File: src/hw/rtl/vts_pkg.sv
// ----------------------------------------------------------------------------
// vts_pkg
// Shared types and constants of the vehicle target speed block.
// ----------------------------------------------------------------------------
package vts_pkg;

  localparam int unsigned DivSteps  = 16;
  localparam int unsigned SqrtSteps = 21;
  localparam int unsigned CntW      = 5;

  // Register indexes of the configuration port.
  localparam logic [2:0] REG_MIN_GAP     = 3'd0;
  localparam logic [2:0] REG_HEADWAY     = 3'd1;
  localparam logic [2:0] REG_STOP_REACT  = 3'd2;
  localparam logic [2:0] REG_DECEL       = 3'd3;
  localparam logic [2:0] REG_STOP_OFFSET = 3'd4;

  typedef enum logic [1:0] {
    FOL_ZERO = 2'd0,
    FOL_TOP  = 2'd1,
    FOL_DIV  = 2'd2
  } fol_class_t;

  // Commands from the controller to the datapath.
  typedef struct packed {
    logic load;
    logic prep;
    logic iter;
    logic div_en;
    logic mul;
    logic fin;
  } vts_cmd_t;

  // Status from the datapath to the controller.
  typedef struct packed {
    logic out_free;
  } vts_sts_t;

endpackage

File: src/hw/rtl/vehicle_target_speed_core.sv
// ----------------------------------------------------------------------------
// vehicle_target_speed_core
// Target speed per vehicle from car following and the red-light stop line.
// ----------------------------------------------------------------------------
// From input accept to output valid a word passes setup, 21 root steps with
// the 16 divider steps alongside in the shared loop, multiply and finish.
// A new word is taken only once the last is handed to the output register.
// An output word may wait in its register while the next word is processed.
// Reset (rst_n low, synchronous) restores register defaults and zeroes leader.
module vehicle_target_speed_core (
  input  logic        clk,
  input  logic        rst_n,
  input  logic        cfg_we,
  input  logic [2:0]  cfg_addr,
  input  logic [23:0] cfg_wdata,
  input  logic        in_valid,
  output logic        in_ready,
  input  logic        in_first_in_road,
  input  logic [23:0] in_road_length_mm,
  input  logic [16:0] in_road_speed_limit,
  input  logic        in_light_green,
  input  logic [23:0] in_position_mm,
  input  logic [15:0] in_vehicle_length_mm,
  input  logic [16:0] in_current_speed,
  input  logic [16:0] in_top_speed,
  input  logic        in_ignores_lights,
  output logic        out_valid,
  input  logic        out_ready,
  output logic [16:0] out_target_speed
);
  import vts_pkg::*;

  vts_cmd_t cmd;
  vts_sts_t sts;

  vts_ctrl u_ctrl (
    .clk      (clk),
    .rst_n    (rst_n),
    .in_valid (in_valid),
    .in_ready (in_ready),
    .sts      (sts),
    .cmd      (cmd)
  );

  vts_dp u_dp (
    .clk                  (clk),
    .rst_n                (rst_n),
    .cmd                  (cmd),
    .sts                  (sts),
    .cfg_we               (cfg_we),
    .cfg_addr             (cfg_addr),
    .cfg_wdata            (cfg_wdata),
    .in_first_in_road     (in_first_in_road),
    .in_road_length_mm    (in_road_length_mm),
    .in_road_speed_limit  (in_road_speed_limit),
    .in_light_green       (in_light_green),
    .in_position_mm       (in_position_mm),
    .in_vehicle_length_mm (in_vehicle_length_mm),
    .in_current_speed     (in_current_speed),
    .in_top_speed         (in_top_speed),
    .in_ignores_lights    (in_ignores_lights),
    .out_valid            (out_valid),
    .out_ready            (out_ready),
    .out_target_speed     (out_target_speed)
  );

endmodule

File: src/hw/rtl/vts_ctrl.sv
// ----------------------------------------------------------------------------
// vts_ctrl
// Sequencer: capture, prepare, shared iteration of divider and root, multiply,
// then hand the word to the output register.
// ----------------------------------------------------------------------------
module vts_ctrl (
  input  logic              clk,
  input  logic              rst_n,
  input  logic              in_valid,
  output logic              in_ready,
  input  vts_pkg::vts_sts_t sts,
  output vts_pkg::vts_cmd_t cmd
);
  import vts_pkg::*;

  typedef enum logic [4:0] {
    S_IDLE = 5'b00001,
    S_PREP = 5'b00010,
    S_ITER = 5'b00100,
    S_MUL  = 5'b01000,
    S_FIN  = 5'b10000
  } state_t;

  state_t            state_r, state_nxt;
  logic [CntW-1:0]   cnt_r, cnt_nxt;

  // Next state and step counter.
  always_comb begin
    state_nxt = state_r;
    cnt_nxt   = cnt_r;
    unique case (state_r)
      S_IDLE: begin
        if (in_valid) state_nxt = S_PREP;
      end
      S_PREP: begin
        state_nxt = S_ITER;
        cnt_nxt   = '0;
      end
      S_ITER: begin
        cnt_nxt = cnt_r + CntW'(1);
        if (cnt_r == CntW'(SqrtSteps - 1)) state_nxt = S_MUL;
      end
      S_MUL: begin
        state_nxt = S_FIN;
      end
      S_FIN: begin
        if (sts.out_free) state_nxt = S_IDLE;
      end
      default: state_nxt = S_IDLE;
    endcase
  end

  always_ff @(posedge clk) begin
    if (!rst_n) begin
      state_r <= S_IDLE;
      cnt_r   <= '0;
    end else begin
      state_r <= state_nxt;
      cnt_r   <= cnt_nxt;
    end
  end

  // Commands to the datapath.
  assign in_ready   = (state_r == S_IDLE);
  assign cmd.load   = in_ready && in_valid;
  assign cmd.prep   = (state_r == S_PREP);
  assign cmd.iter   = (state_r == S_ITER);
  assign cmd.div_en = (state_r == S_ITER) && (cnt_r < CntW'(DivSteps));
  assign cmd.mul    = (state_r == S_MUL);
  assign cmd.fin    = (state_r == S_FIN) && sts.out_free;

endmodule

File: src/hw/rtl/vts_dp.sv
// ----------------------------------------------------------------------------
// vts_dp
// Datapath: configuration registers, leader state, gap and stop-line setup,
// radix-2 divider, two-bit-per-step square root, scaling multiply and the
// output register.
// ----------------------------------------------------------------------------
module vts_dp (
  input  logic              clk,
  input  logic              rst_n,
  input  vts_pkg::vts_cmd_t cmd,
  output vts_pkg::vts_sts_t sts,
  input  logic              cfg_we,
  input  logic [2:0]        cfg_addr,
  input  logic [23:0]       cfg_wdata,
  input  logic              in_first_in_road,
  input  logic [23:0]       in_road_length_mm,
  input  logic [16:0]       in_road_speed_limit,
  input  logic              in_light_green,
  input  logic [23:0]       in_position_mm,
  input  logic [15:0]       in_vehicle_length_mm,
  input  logic [16:0]       in_current_speed,
  input  logic [16:0]       in_top_speed,
  input  logic              in_ignores_lights,
  output logic              out_valid,
  input  logic              out_ready,
  output logic [16:0]       out_target_speed
);
  import vts_pkg::*;

  // Configuration registers.
  logic [15:0] min_gap_r;
  logic [13:0] headway_r;
  logic [23:0] stop_react_r;
  logic [15:0] decel_r;
  logic [23:0] stop_off_r;

  always_ff @(posedge clk) begin
    if (!rst_n) begin
      min_gap_r    <= 16'd2000;
      headway_r    <= 14'd1500;
      stop_react_r <= 24'd50000;
      decel_r      <= 16'd3000;
      stop_off_r   <= 24'd200000;
    end else if (cfg_we) begin
      unique case (cfg_addr)
        REG_MIN_GAP:     min_gap_r    <= cfg_wdata[15:0];
        REG_HEADWAY:     headway_r    <= cfg_wdata[13:0];
        REG_STOP_REACT:  stop_react_r <= cfg_wdata;
        REG_DECEL:       decel_r      <= cfg_wdata[15:0];
        REG_STOP_OFFSET: stop_off_r   <= cfg_wdata;
        default: ;
      endcase
    end
  end

  // Captured input word.
  logic        first_r, green_r, exempt_r;
  logic [23:0] road_r, pos_r;
  logic [15:0] vlen_r;
  logic [16:0] limit_r, speed_r, top_r;

  always_ff @(posedge clk) begin
    if (cmd.load) begin
      first_r  <= in_first_in_road;
      road_r   <= in_road_length_mm;
      limit_r  <= in_road_speed_limit;
      green_r  <= in_light_green;
      pos_r    <= in_position_mm;
      vlen_r   <= in_vehicle_length_mm;
      speed_r  <= in_current_speed;
      top_r    <= in_top_speed;
      exempt_r <= in_ignores_lights;
    end
  end

  // Leader state, replaced by the current vehicle during setup.
  logic [23:0] lpos_r;
  logic [15:0] llen_r;
  logic [16:0] lspd_r;

  always_ff @(posedge clk) begin
    if (!rst_n) begin
      lpos_r <= '0;
      llen_r <= '0;
      lspd_r <= '0;
    end else if (cmd.prep) begin
      lpos_r <= pos_r;
      llen_r <= vlen_r;
      lspd_r <= speed_r;
    end
  end

  // Setup: bumper gap, desired gap test, stop-line distance and root operand.
  logic signed [25:0] gap, gap_over, stop_dist;
  logic        [30:0] span;
  logic        [34:0] gap_k, num_k;
  logic        [32:0] want_k;
  fol_class_t         fcls;

  always_comb begin
    gap      = $signed({2'b0, lpos_r}) - $signed({10'b0, llen_r}) - $signed({2'b0, pos_r});
    gap_over = gap - $signed({10'b0, min_gap_r});
    span     = 31'(speed_r * headway_r);
    gap_k    = 35'(gap[24:0] * 25'd1000);
    want_k   = 33'(min_gap_r * 26'd1000) + {2'b0, span};
    num_k    = 35'(gap_over[24:0] * 25'd1000);
    stop_dist = $signed({2'b0, road_r}) - $signed({2'b0, pos_r}) -
                $signed({2'b0, stop_off_r});
    if (gap <= $signed({10'b0, min_gap_r})) begin
      fcls = FOL_ZERO;
    end else if (gap_k >= {2'b0, want_k}) begin
      fcls = FOL_TOP;
    end else begin
      fcls = FOL_DIV;
    end
  end

  fol_class_t  fcls_r;
  logic        use_fol_r, use_stop_r, dpos_r;
  logic [30:0] span_r;
  logic [16:0] spd_prev_r;
  logic [31:0] rem_r;
  logic [15:0] q_r;
  logic [41:0] x_r;
  logic [23:0] srem_r;
  logic [20:0] root_r;
  logic [16:0] fspd_r;

  // Divider and square root steps.
  logic [31:0] rem_sh;
  logic [23:0] srem_sh;
  logic [22:0] trial;

  always_comb begin
    rem_sh  = {rem_r[30:0], 1'b0};
    srem_sh = {srem_r[21:0], x_r[41:40]};
    trial   = {root_r, 2'b01};
  end

  always_ff @(posedge clk) begin
    if (cmd.prep) begin
      fcls_r     <= fcls;
      use_fol_r  <= !first_r;
      use_stop_r <= first_r && !green_r && !exempt_r &&
                    (stop_dist < $signed({2'b0, stop_react_r}));
      dpos_r     <= (stop_dist > 26'sd0);
      span_r     <= span;
      spd_prev_r <= lspd_r;
      rem_r      <= num_k[31:0];
      q_r        <= '0;
      x_r        <= {1'b0, 41'({decel_r, 1'b0} * stop_dist[23:0])};
      srem_r     <= '0;
      root_r     <= '0;
    end else if (cmd.iter) begin
      if (cmd.div_en) begin
        if (rem_sh >= {1'b0, span_r}) begin
          rem_r <= rem_sh - {1'b0, span_r};
          q_r   <= {q_r[14:0], 1'b1};
        end else begin
          rem_r <= rem_sh;
          q_r   <= {q_r[14:0], 1'b0};
        end
      end
      x_r <= {x_r[39:0], 2'b00};
      if (srem_sh >= {1'b0, trial}) begin
        srem_r <= srem_sh - {1'b0, trial};
        root_r <= {root_r[19:0], 1'b1};
      end else begin
        srem_r <= srem_sh;
        root_r <= {root_r[19:0], 1'b0};
      end
    end
  end

  // Leader speed scaled by the gap ratio.
  logic [32:0] prod;
  assign prod = spd_prev_r * q_r;

  always_ff @(posedge clk) begin
    if (cmd.mul) fspd_r <= prod[32:16];
  end

  // Final minimum of the limits.
  logic [16:0] res, fol_v;
  logic [20:0] stop_v;

  always_comb begin
    res = (top_r < limit_r) ? top_r : limit_r;
    unique case (fcls_r)
      FOL_ZERO: fol_v = '0;
      FOL_TOP:  fol_v = top_r;
      FOL_DIV:  fol_v = fspd_r;
      default:  fol_v = '0;
    endcase
    if (use_fol_r && (fol_v < res)) res = fol_v;
    stop_v = dpos_r ? root_r : '0;
    if (use_stop_r && (stop_v < {4'b0, res})) res = stop_v[16:0];
  end

  // Output register.
  logic        ovalid_r;
  logic [16:0] odata_r;

  always_ff @(posedge clk) begin
    if (!rst_n) begin
      ovalid_r <= 1'b0;
    end else if (cmd.fin) begin
      ovalid_r <= 1'b1;
    end else if (out_ready) begin
      ovalid_r <= 1'b0;
    end
  end

  always_ff @(posedge clk) begin
    if (cmd.fin) odata_r <= res;
  end

  assign sts.out_free     = !ovalid_r || out_ready;
  assign out_valid        = ovalid_r;
  assign out_target_speed = odata_r;

endmodule

File: config.mk
export PLATFORM = sky130hd
export DESIGN_NAME = vehicle_target_speed_core
export DESIGN_NICKNAME = d
export VERILOG_FILES = /design/src/hw/rtl/vts_pkg.sv /design/src/hw/rtl/vehicle_target_speed_core.sv /design/src/hw/rtl/vts_ctrl.sv /design/src/hw/rtl/vts_dp.sv
export SDC_FILE = /design/constraint.sdc
export NUM_CORES = 2
export LEC_CHECK = 0
export CORE_ASPECT_RATIO = 0.7
export CORE_MARGIN = 1.5
export CORE_UTILIZATION = 58
export CTS_BUF_LIST = sky130_fd_sc_hd__clkbuf_4 sky130_fd_sc_hd__clkbuf_8
export DETAILED_ROUTE_END_ITERATION = 16
export DONT_BUFFER_PORTS = 1
export PLACE_DENSITY = 0.72
export SLEW_MARGIN = 20
export SYNTH_ARGS = -nofsm -noshare
export SYNTH_HDL_FRONTEND = slang
export SYNTH_SLANG_ARGS = --single-unit
File: constraint.sdc
create_clock -name clk -period 13.1 [get_ports clk]
set_input_delay 0 -clock clk [delete_from_list [all_inputs] [get_ports clk]]
set_output_delay 0 -clock clk [all_outputs]
set_load 0.005 [all_outputs]
==> Yosys cells after proc, flatten, opt, wreduce, memory -nomap -nowiden <==
Cells that the tools add are included.
{ "op_classes": {"n_eq_ne": 15, "magnitude_cmp": 10, "n_reduce_logical": 25, "n_addsub": 9, "n_mux": 22, "multipliers": 6} }
{ "op_table": {"columns": ["operator", "count"], "rows": [
  ["2-to-1 mux 31 bit", 4],
  ["2-to-1 mux 41 bit", 2],
  ["2-to-1 mux 17 bit", 3],
  ["multiplier 16 x 24 -> 40 bit", 1],
  ["greater-or-equal comparator 35 x 33 -> 1 bit", 1],
  ["< comparator 17 bit", 2],
  ["one-hot mux 17 bit (2 select lines)", 1],
  ["multiplier 17 x 16 -> 33 bit", 1],
  ["adder 26 x 31 -> 32 bit", 1],
  ["greater-or-equal comparator 32 x 31 -> 1 bit", 1],
  ["multiplier 25 x 7 -> 32 bit (second input constant)", 1],
  ["multiplier 17 x 14 -> 31 bit", 1],
  ["subtractor 31 bit", 1],
  ["multiplier 25 x 7 -> 28 bit (second input constant)", 1],
  ["greater-than comparator 26 x 1 -> 1 bit (second input constant)", 1],
  ["<= comparator 26 x 17 -> 1 bit", 1],
  ["< comparator 26 x 25 -> 1 bit", 1],
  ["subtractor 25 x 25 -> 26 bit", 1],
  ["subtractor 26 x 25 -> 26 bit", 1],
  ["one-hot mux 5 bit (5 select lines)", 1],
  ["subtractor 24 x 16 -> 25 bit", 1],
  ["subtractor 24 x 24 -> 25 bit", 1],
  ["subtractor 25 x 17 -> 25 bit", 1],
  ["greater-or-equal comparator 24 x 23 -> 1 bit", 1],
  ["other kinds (30)", 56]
]} }
{ "totals": {"out_inout_bits": 19, "regBits": 498, "elab_cells": 122, "inputBits": 150} }

==> Depth between registers and ports, before layout <==
{ "depth": {"ltp_word": 8, "depth_mapped": 50, "mapped_depth_nobuf": 49} }

==> By module <==
Synthesis repeated with hierarchy kept, for this count alone.
{ "unflattened": {"hier_cells": 7399, "hier_area_um2": 68408.1} }
{ "modules_own_cells": {"columns": ["mod", "area_per_inst_um2", "instances", "cells_per_inst", "seq_area_each_um2"], "rows": [
  ["vts_dp", 67761.2, 1, 7320, 12502.0],
  ["vts_ctrl", 646.9, 1, 79, 200.2]
]} }

==> Worst setup path after synthesis <==
Ideal clock, no wire load.
{ "synth_timing": {"kind": "reg2reg", "startpoint": "reg u_dp.pos_r[1]", "endpoint": "reg u_dp.x_r[38], data pin", "arrival_ns": 9.950, "path_slack_ns": 2.882, "path_buffers": 1, "stages_incl_launch_ff": 46, "t_required_ns": 12.832, "setup_time_ns": 0.268, "period_less_slack_ns": 10.218, "path_cell_list": "edfxtp_1 inv_1 ha_1 nor2b_1 o21ai_0 a21boi_0 o21ai_0 nand2b_1 a21o_1 a21oi_1 o21bai_1 a21oi_1 xnor2_1 ha_1 nor2b_1 nor2_1 inv_1 a2111oi_0 [... 10 more ...] fa_1 fa_1 fa_1 inv_1 fa_1 ha_1 a21oi_1 o22ai_1 o21a_1 a211oi_1 o2bb2ai_1 a2bb2oi_1 nor2_1 a211oi_1 a31oi_1 a31oi_1 xor2_1 o21ai_0"} }
{ "synth_between": {"elab_chain_cells": 4} }
{ "synth_lines": {"columns": ["item", "line_no", "rtl"], "rows": [
  ["from (decl)", "vts_dp.sv:58", "logic [23:0] road_r, pos_r;"],
  ["from (signal assigned)", "vts_dp.sv:68", "pos_r <= in_position_mm;"],
  ["subtractor 24 x 24 -> 25 bit", "vts_dp.sv:107", "stop_dist = $signed({2'b0, road_r}) - $signed({2'b0, pos_r}) -"],
  ["subtractor 26 x 25 -> 26 bit", "vts_dp.sv:107", null],
  ["multiplier 16 x 24 -> 40 bit", "vts_dp.sv:151", "x_r <= {1'b0, 41'({decel_r, 1'b0} * stop_dist[23:0])};"],
  ["2-to-1 mux 41 bit", "vts_dp.sv:141", "if (cmd.prep) begin"],
  ["to (signal assigned)", "vts_dp.sv:151", null],
  ["to (signal assigned)", "vts_dp.sv:164", "x_r <= {x_r[39:0], 2'b00};"],
  ["to (decl)", "vts_dp.sv:124", "logic [41:0] x_r;"]
]} }
Every way passes these cells.
A chain may end at the register's enable or synchronous reset.

==> Worst setup path after layout <==
Ends and elaborated chain as after synthesis.

==> impl_metrics.yaml <==
cts:
  post_cts.repair.setup_buffers: 0
  clock-sinks: 498
  cts_tree: "built"
  cts_buffers: 86
  ctsHtreeMaxLevel: 3
  cts_hold_buffers: 301
  cts_buffer_depth: 3
  clk_transition_reported_paths_ns: 0.07
  cts.root.buffer_cell: "clkbuf_8"
  post_cts.resized_instances: 0
  clkLatencyLatePin_ns: 0.83
timing:
  slew_violations: 0
  timing.setup.tns_ns: 0
  unrepaired_setup_endpoints_after_global_routing: "false"
  setup-violations-final: 0
  worst_pin_slew_ns: 1.18
  finClkSkew_ns: 0.0714
  tcrit_tclk_final_pct: 91.7
  final_period_minus_worst_setup_slack_ns: 12.01
  hold_viol: 0
  fmax_ghz: 0.0832
  slew_headroom_pct: 21.1
logic_synthesis:
  netlist_instances: 7433
  postSynthRegisterBits: 498
  netlist-cell-type-count: 83
  yosys-top-cells-area: "fa_1 (27%), ha_1 (14%), edfxtp_1 (12%)"
  top_cell_type_s_share_of_synthesized_area_pct: 27.4
  mappedNetlistNets: 9274
  synthesis.yosys.warnings: 0
  synth_area_sq_mm: 0.0670
  post-synth-top-count-cell: "inv_1"
  synth_async_sr_flop_share_pct: 0
  syn_area_per_cell_sq_um: 9.01
  ys_seq_area_share_pct: 19.0
  synth-edff-count: 273
  post_synth_top_area_cell: "fa_1"
  ys_dominant_reg_cell: "edfxtp_1"
  synth.top_cells.by_count: "inv_1 (1368), nand2_1 (1122), fa_1 (917)"
route:
  detailedRoute.firstPassIterationCount: 6
  wirelength_mm: 195
  routedWlPerCell_um: 21.0
  drtIter0Drc: 5392
  drc: 0
  post_drt_antenna_nets: 0
  num_vias: 53114
  avgViaCountPerCell: 5.73
final_layout:
  area_delta_synth_final_pct: 9.89
  fin_util_pct: 64.2
  drive_above_1_share_pct: 3.53
  final_nets: 9496
worst_setup_path:
  worst_path_dominant_cell_family: "compound AO/OA/AOI/OAI gates"
  worst-setup-path-type: "flop to flop"
  startpoint_type: "flop"
  timing.critical_path.mode_cell: "inv_1"
  crit_slowest_cell: "xor2_1"
  critPathBufInv: 8
  cp-end-kind: "flop"
  crit_fanout: 11
  timing.critical_path.arrival_ns: 12.55
  worst_path_largest_cell_delay_ns: 0.81
  timing.critical_path.required_ns: 13.64
worst_hold_path:
  hp-class: "primary input to flop"
floorplan:
  die_ht_um: 287
  fp.coreArea_sq_mm: 0.115
  floorplan.die.width_um: 409
  pin_count: 169
  floorplan.initialDensity_pct: 58.4
  die_area_sq_mm: 0.118
  rows: 104
placement:
  io_buffers: 0
  dp.final_hpwl_mm: 151
  gpl.final_weighted_congestion: 0.963
grt:
  grt_usage_pct: 33.4
  initial_antenna_violation_count: 16
  globalRoute.totalOverflow: 0
  first_global_vias: 52957
  pin_count_of_the_biggest_net_entering_global_routing: 73
  grt_pass1_wl_mm: 303
status:
  status: "finished, final reports clean"
flow_run:
  timing.max_cap.violations: 0
==> sequential cells by signal (all words and copies together) (netlist names), 17 cells and up <==
signal                 flops
u_dp.x_r                  41
u_dp.rem_r                31
u_dp.span_r               31
u_dp.lpos_r               24
u_dp.pos_r                24
u_dp.road_r               24
u_dp.stop_off_r           24
u_dp.stop_react_r         24
u_dp.srem_r               22
u_dp.root_r               21
u_dp.fspd_r               17
u_dp.limit_r              17
u_dp.lspd_r               17
u_dp.out_target_speed     17
u_dp.spd_prev_r           17
u_dp.speed_r              17
u_dp.top_r                17
==> layout make-up <==
cell class	instances	area, sq um
clock buffers	125	1560
well taps	1537	1920
inverters	1370	5150
diodes	8	20.0
clock inverters	35	350
fillers	9539	41100
flip-flops and latches	498	12700
repair buffers	379	3620
multi-input cells	5320	48300
==> path summary, 6_finish.rpt <==
kind                       start                  to  slack [ns]  cells after the start
setup / recovery   u_dp.pos_r[1]        u_dp.x_r[38]        1.09                     44
hold / removal       cfg_addr[2]  u_dp.stop_off_r[1]        0.09                      3
setup reg to reg   u_dp.pos_r[1]        u_dp.x_r[38]        1.09                     44
hold reg to reg   u_dp.lspd_r[9]  u_dp.spd_prev_r[9]        0.43                      0
==> kinds of logic (layout without fill, tap and decap cells) <==
kind of cell / Yosys count / count (layout) / synth area share [%]
DFF: 498 / 498 / 19.0
other: 0 / 8 / 0
xor gates and xnor gates: 317 / 317 / 4.18
and+or+nand+nor: 2128 / 2128 / 14.7
muxes: 56 / 56 / 0.840
adders and majority gates: 1695 / 1695 / 41.9
AOI/OAI and AO/OA: 1124 / 1124 / 10.4
buffers and inverters: 1615 / 1909 / 9.05
==> worst min-delay path: cells and delay by family <==
family,cells,cell delay [ns]
AOI/OAI and AO/OA,1,0.12
and+or+nand+nor,2,0.70
==> layer usage <==
layer	track usage, %	vias up	wire [um]
met5	0	-	38
met4	8.18	6	4750
met3	10.1	287	24200
met2	46.7	2535	78100
met1	50.2	26068	88100
li1	-	24218	-
==> per-stage QoR <==
step | setup slack [ns] | instance area (sq um) | hold WS [ns] | std cells
3_3_place_gp | 1.47 | 68600 | 0.0989 | 8803
6_report | 1.09 | 73600 | 0.0854 | 9272
3_5_place_dp | 1.36 | 68600 | 0.0989 | 8803
4_1_cts | 1.32 | 73600 | 0.0235 | 9264
2_1_floorplan | 2.88 | 67000 | 0.0989 | 7433
5_1_grt | 0.264 | 73600 | 0.0728 | 9269
==> cell usage in the layout (no fill, tap or decap), drive strengths merged, types with 39 or more instances in the layout <==
cell and count:
a21o 138, a21oi 380, and2 339, buf 79, clkbuf 125, dfxtp 225, dlygate4sd3 300, edfxtp 273
fa 917, ha 774, inv 1374, mux2i 54, nand2 1122, nand2b 74, nand3 94, nor2 233
nor2b 75, nor3 48, o211ai 39, o21a 49, o21ai 251, xnor2 203, xor2 113
Power is not shown: default switching activity piles up to over one toggle a cycle in this logic, so the estimate is an artifact.
